--- src/rtl/core/assert_macros.svh ---
// Assertion macros shared by the filter RTL.
`ifndef ASSERT_MACROS_SVH
`define ASSERT_MACROS_SVH

`ifndef SYNTH

// Same-cycle implication, checked on every clock edge outside reset.
`define MCSVF_ASSERT_IMP(lbl, ante, cons) \
    lbl: assert property (@(posedge clk) disable iff (!rst_n) (ante) |-> (cons)) \
        else $error("mcsvf: implication check failed");

// Next-cycle implication, checked on every clock edge outside reset.
`define MCSVF_ASSERT_NEXT(lbl, ante, cons) \
    lbl: assert property (@(posedge clk) disable iff (!rst_n) (ante) |=> (cons)) \
        else $error("mcsvf: next-cycle check failed");

`else

`define MCSVF_ASSERT_IMP(lbl, ante, cons)
`define MCSVF_ASSERT_NEXT(lbl, ante, cons)

`endif

`endif

--- src/rtl/core/mcsvf_pkg.sv ---
// Types, constants and arithmetic helpers for the state variable filter.
package mcsvf_pkg;

    localparam int SAMPLE_W = 24;
    localparam int CHAN_W   = 3;
    localparam int COEF_W   = 24;
    localparam int STATE_W  = 32;
    localparam int OP_W     = 33;
    localparam int PROD_W   = COEF_W + 1 + OP_W;
    localparam int Q_SHIFT  = 20;
    localparam int RND_W    = PROD_W - Q_SHIFT;
    localparam int V3_W     = RND_W + 1;
    localparam int SPLIT    = 19;
    localparam int ACC_W    = 64;
    localparam int TERM_W   = ACC_W - Q_SHIFT;
    localparam int SUM_W    = 45;
    localparam int RES_W    = 40;

    localparam logic [COEF_W-1:0] COEF_G_RST  = 24'd68723;
    localparam logic [COEF_W-1:0] COEF_GH_RST = 24'd62400;
    localparam logic [COEF_W-1:0] COEF_K_RST  = 24'd1483144;

    localparam logic signed [PROD_W-1:0] HALF_P = PROD_W'(1 << (Q_SHIFT - 1));

    localparam logic signed [SUM_W-1:0] ST_MAX = SUM_W'(64'sd2147483647);
    localparam logic signed [SUM_W-1:0] ST_MIN = SUM_W'(-64'sd2147483648);
    localparam logic signed [RES_W-1:0] OUT_MAX = RES_W'(64'sd8388607);
    localparam logic signed [RES_W-1:0] OUT_MIN = RES_W'(-64'sd8388608);

    typedef enum logic [1:0] {
        MODE_LOW   = 2'd0,
        MODE_BAND  = 2'd1,
        MODE_HIGH  = 2'd2,
        MODE_NOTCH = 2'd3
    } mode_t;

    typedef enum logic [1:0] {
        REG_COEF_G  = 2'd0,
        REG_COEF_GH = 2'd1,
        REG_COEF_K  = 2'd2,
        REG_MODE    = 2'd3
    } reg_idx_t;

    typedef enum logic [2:0] {
        MUL_K_MEM,
        MUL_GH_LO,
        MUL_GH_HI,
        MUL_G_BAND,
        MUL_K_BAND
    } mul_sel_t;

    typedef struct packed {
        logic     load_x;
        logic     load_state;
        logic     load_v3;
        logic     load_acc;
        logic     load_band;
        logic     load_low;
        mul_sel_t mul_sel;
    } dp_ctl_t;

    typedef struct packed {
        logic [COEF_W-1:0] g;
        logic [COEF_W-1:0] gh;
        logic [COEF_W-1:0] k;
        mode_t             mode;
    } coef_t;

    function automatic logic signed [RND_W-1:0] round_q20(input logic signed [PROD_W-1:0] p);
        logic signed [PROD_W-1:0] s;
        s = p + HALF_P;
        return s[PROD_W-1:Q_SHIFT];
    endfunction

    function automatic logic signed [STATE_W-1:0] sat_state(input logic signed [SUM_W-1:0] v);
        logic signed [STATE_W-1:0] r;
        if (v > ST_MAX)
        begin
            r = ST_MAX[STATE_W-1:0];
        end
        else if (v < ST_MIN)
        begin
            r = ST_MIN[STATE_W-1:0];
        end
        else
        begin
            r = v[STATE_W-1:0];
        end
        return r;
    endfunction

    function automatic logic signed [SAMPLE_W-1:0] sat_out(input logic signed [RES_W-1:0] v);
        logic signed [SAMPLE_W-1:0] r;
        if (v > OUT_MAX)
        begin
            r = OUT_MAX[SAMPLE_W-1:0];
        end
        else if (v < OUT_MIN)
        begin
            r = OUT_MIN[SAMPLE_W-1:0];
        end
        else
        begin
            r = v[SAMPLE_W-1:0];
        end
        return r;
    endfunction

endpackage

--- src/rtl/core/mcsvf_state_mem.sv ---
// Per-channel integrator memory with registered read and reset valid bits.
module mcsvf_state_mem
    import mcsvf_pkg::*;
#(
    parameter int DEPTH  = 2,
    parameter int ADDR_W = 1
)
(
    input  logic                      clk,
    input  logic                      rst_n,
    input  logic                      rd_en,
    input  logic [ADDR_W-1:0]         rd_addr,
    input  logic                      wr_en,
    input  logic [ADDR_W-1:0]         wr_addr,
    input  logic signed [STATE_W-1:0] wr_band,
    input  logic signed [STATE_W-1:0] wr_low,
    output logic signed [STATE_W-1:0] rd_band,
    output logic signed [STATE_W-1:0] rd_low
);

    logic [2*STATE_W-1:0] mem [DEPTH];
    logic [2*STATE_W-1:0] rd_data_reg;
    logic [DEPTH-1:0]     valid_reg;
    logic                 rd_valid_reg;

    always_ff @(posedge clk)
    begin
        if (wr_en)
        begin
            mem[wr_addr] <= {wr_band, wr_low};
        end
        if (rd_en)
        begin
            rd_data_reg <= mem[rd_addr];
        end
    end

    always_ff @(posedge clk or negedge rst_n)
    begin
        if (!rst_n)
        begin
            valid_reg    <= '0;
            rd_valid_reg <= 1'b0;
        end
        else
        begin
            if (wr_en)
            begin
                valid_reg[wr_addr] <= 1'b1;
            end
            if (rd_en)
            begin
                rd_valid_reg <= valid_reg[rd_addr];
            end
        end
    end

    // Treat a never-written entry as zero
    assign rd_band = rd_valid_reg ? $signed(rd_data_reg[2*STATE_W-1:STATE_W]) : '0;
    assign rd_low  = rd_valid_reg ? $signed(rd_data_reg[STATE_W-1:0]) : '0;

endmodule

--- config.mk ---
export PLATFORM = sky130hd
export DESIGN_NAME = mcsvf_state_mem
export DESIGN_NICKNAME = d
export VERILOG_FILES = /design/src/rtl/core/assert_macros.svh /design/src/rtl/core/mcsvf_pkg.sv /design/src/rtl/core/mcsvf_state_mem.sv
export SDC_FILE = /design/constraint.sdc
export NUM_CORES = 1
export LEC_CHECK = 0
export BUFFER_PORTS_ARGS = -buffer_cell sky130_fd_sc_hd__buf_2
export CAP_MARGIN = 20
export CORE_MARGIN = 10
export CORE_UTILIZATION = 59
export DETAILED_ROUTE_END_ITERATION = 8
export PLACE_DENSITY = 0.82
export SETUP_SLACK_MARGIN = 0.1
export SYNTH_ARGS = -nofsm -noshare
export SYNTH_HDL_FRONTEND = slang
export SYNTH_SLANG_ARGS = --single-unit
--- constraint.sdc ---
create_clock -name clk -period 2.8 [get_ports clk]
set_clock_uncertainty 0.05 [all_clocks]
set_input_delay 0.28 -clock clk [delete_from_list [all_inputs] [get_ports clk]]
set_output_delay 0.28 -clock clk [all_outputs]
set_load 0.02 [all_outputs]
==> results.sh <==
export IMPL_status="finished clean"
export IMPL_postSynthAreaPerCell_sq_um=21.3
export IMPL_rsz0062_at_grt="false"
export IMPL_synth_common_cells="edfxtp_1, and2_1, mux2_4, mux2_2"
export IMPL_hold_viol=0
export IMPL_num_nets_final=606
export IMPL_startpoint="rd_valid_reg"
export IMPL_drt_iter0_drc=216
export IMPL_synth_cell_types=15
export IMPL_post_route_period_util_pct=77.2
export IMPL_max_freq_mhz=463
export IMPL_first_pass_iters=4
export IMPL_synth_most_common_cell="edfxtp_1"
export IMPL_setup_ws_ns=0.639
export IMPL_ys_warn_count=0
export IMPL_detail_route_wl_per_cell_um=18.3
export IMPL_critPathCaptureType="primary output"
export IMPL_grt_pass1_wl_mm=20.6
export IMPL_place_gp_congestion=0.706
export IMPL_synthMuxAreaShare_pct=12.5
export IMPL_cts_tree="done"
export IMPL_holdWs_ns=0.0132
export IMPL_cts_buffers=17
export IMPL_via_per_inst=5.01
export IMPL_postRouteAntennaNets=0
export IMPL_clock_sinks=195
export IMPL_insertion_delay_ns=0.42
export IMPL_drcViolationCount=0
export IMPL_post_cts_buffers=0
export IMPL_cts_buffer_depth=2
export IMPL_start_util_pct=60.7
export IMPL_yosysTopAreaCellShare_pct=78.8
export IMPL_track_usage_pct=15.3
export IMPL_place_inst=634
export IMPL_synth_edf_count=192
export IMPL_via_count=3599
export IMPL_hold_path_class="input pin to flop"
export IMPL_drive_gt1_share_pct=43.0
export IMPL_p_sw_w=0.00132
export IMPL_grt_max_degree=67
export IMPL_arrival_ns=1.83
export IMPL_synth_compound_area_share_pct=0.0684
export IMPL_die_w_um=131
export IMPL_synth_fa_ha_area_share_pct=0
export IMPL_cts_resized=0
export IMPL_synthSimpleGateAreaFrac_pct=5.86
export IMPL_power_leakage_nw=3.55
export IMPL_irDropWorstVdd_mv=0.495
export IMPL_root_buffer="clkbuf_16"
export IMPL_combPwrFrac_pct=8.4
export IMPL_overflow=0
export IMPL_synthArstFlopShare_pct=1.54
export IMPL_num_rows=40
export IMPL_largest_reg_flops=128
export IMPL_htreeDepth=4
export IMPL_pre_cts_ws_ns=1.03
export IMPL_die_h_um=131
export IMPL_grt_pass1_vias=3995
export IMPL_reg2reg_slack_ns=1.45
export IMPL_cts_hold_buffers=49
export IMPL_p_per_area_mw_per_mm2=714
export IMPL_syn_inst=344
export IMPL_ys_seq_elements=195
export IMPL_relSlewSlack_pct=39.9
export IMPL_endpoint="rd_low[12]"
export IMPL_nFillCells=664
export IMPL_grt_antenna_before_repair=1
export IMPL_sw_frac_of_total_pct=19.9
export IMPL_syn_nets=414
export IMPL_utilization_pct=76.9
export IMPL_synth_xor_area_share_pct=0
export IMPL_maxCapViolCount=0
export IMPL_required_ns=2.47
export IMPL_area_delta_synth_final_pct=26.7
export IMPL_dieArea_sq_mm=0.0173
export IMPL_layout_min_cycle_time_ns=2.16
export IMPL_crit_path_start_kind="flop"
export IMPL_synth_yosys_seq_area_share_pct=79.8
export IMPL_io_buffers=133
export IMPL_worst_r2r_path_depth=2
export IMPL_crit_type="flop to primary output"
export IMPL_p_int_w=0.00530
export IMPL_final_cells=718
export IMPL_worst_slew_pin_slew_ns=0.902
export IMPL_finalSetupViolCount=0
export IMPL_pwr_share_clk_pct=38.8
export IMPL_synthTopCellsByArea="edfxtp_1, mux2_4, and2_1, mux2_2, buf_8"
export IMPL_path_max_fanout=65
export IMPL_hpwl_mm=7.88
export IMPL_syn_area_sq_mm=0.00732
export IMPL_p_seq_share_pct=52.8
export IMPL_r2r_end="rd_valid_reg"
export IMPL_yosysTopAreaCell="edfxtp_1"
export IMPL_timing_rr_start="rd_valid_reg"
export IMPL_fin_tns_setup_ns=0
export IMPL_synth_main_ff_cell="edfxtp_1"
export IMPL_synth_top_family_by_area="multiplexers"
export IMPL_io_pins=134
export IMPL_core_area_sq_mm=0.0121
export IMPL_maxSlewViolCount=0
export IMPL_wl_mm=13.1
export IMPL_clk_pin_slew_worst_paths_ns=0.06
==> area by class of cell <==
class                           instances  area (sq um)  area share (%)
Multi-Input combinational cell        135          1360            14.7
Timing Repair Buffer                  187          1220            13.1
Clock inverter                         14           210            2.27
Sequential cell                       195          5840            63.0
Antenna cell                            1          2.50          0.0270
Tap cell                              168           210            2.27
Clock buffer                           18           429            4.63
==> placed cells by master (no fill, tap or decap) <==
cell type and n:
buf_2 131, mux2_2 14, mux2i_1 1, clkbuf_1 1, nor2b_4 1, bufinv_16 5, and2_4 1, or2_2 2
dfrtp_1 2, inv_6 1, mux2_4 50, and2_1 64, clkinv_2 4, buf_12 1, edfxtp_1 192, dlygate4sd3_1 51
diode_2 1, clkinvlp_4 3, dfrtp_2 1, clkbuf_16 17, nor2_1 1, a21oi_1 1, buf_4 4, clkinv_4 1
==> power by group through the flow <==
stage / Combinational [W] / Clock [W] / Sequential [W]
after global routing: 0.000595 / 0.00274 / 0.00351
after detailed placement: 0.000503 / 0 / 0.00356
after floorplan: 0.000317 / 0 / 0.00354
after global placement: 0.000485 / 0 / 0.00354
after CTS: 0.000558 / 0.00260 / 0.00350
final: 0.000554 / 0.00257 / 0.00349
==> per-stage QoR <==
step	area, sq um	power (W)
final	9270	0.00662
after global routing	9270	0.00684
after CTS	9250	0.00665
after detailed placement	8120	0.00406
after global placement	8120	0.00403
after floorplan	7320	0.00385
==> worst max-delay path, stage by stage (launching register included) <==
cell	delay, ns
dfrtp_2	0.96
and2_1	0.27
buf_2	0.18
==> how the worst min path moves through the flow <==
stage	start	cells past startpoint	slack (ns)	end
2_1_floorplan	rst_n	0	-0.07	rd_valid_reg
3_3_place_gp	rst_n	1	0.02	valid_reg[1]
3_5_place_dp	rst_n	1	0.03	valid_reg[0]
4_1_cts	wr_band[19]	1	0.0004	mem[1][51]
5_1_grt	wr_band[10]	1	0.003	mem[0][42]
6_report	wr_band[20]	1	0.01	mem[0][52]
==> layer usage <==
layer	up-vias	track usage [%]	wire [um]	share of wire (%)
met4	0	5.81	198	1.5
met2	127	26.5	6840	52
li1	1686	-	-	-
met3	17	5.26	894	6.8
met1	1769	17.1	5200	40
met5	-	0	0	0
==> logic make-up (layout without fill, tap and decap cells) <==
family | Yosys count | in the layout
AOI/OAI and AO/OA | 1 | 1
buffers and inverters | 14 | 219
DFF | 195 | 195
muxes | 65 | 65
other | 0 | 1
and+or+nand+nor | 69 | 69
(Power assumes the default switching activity.)
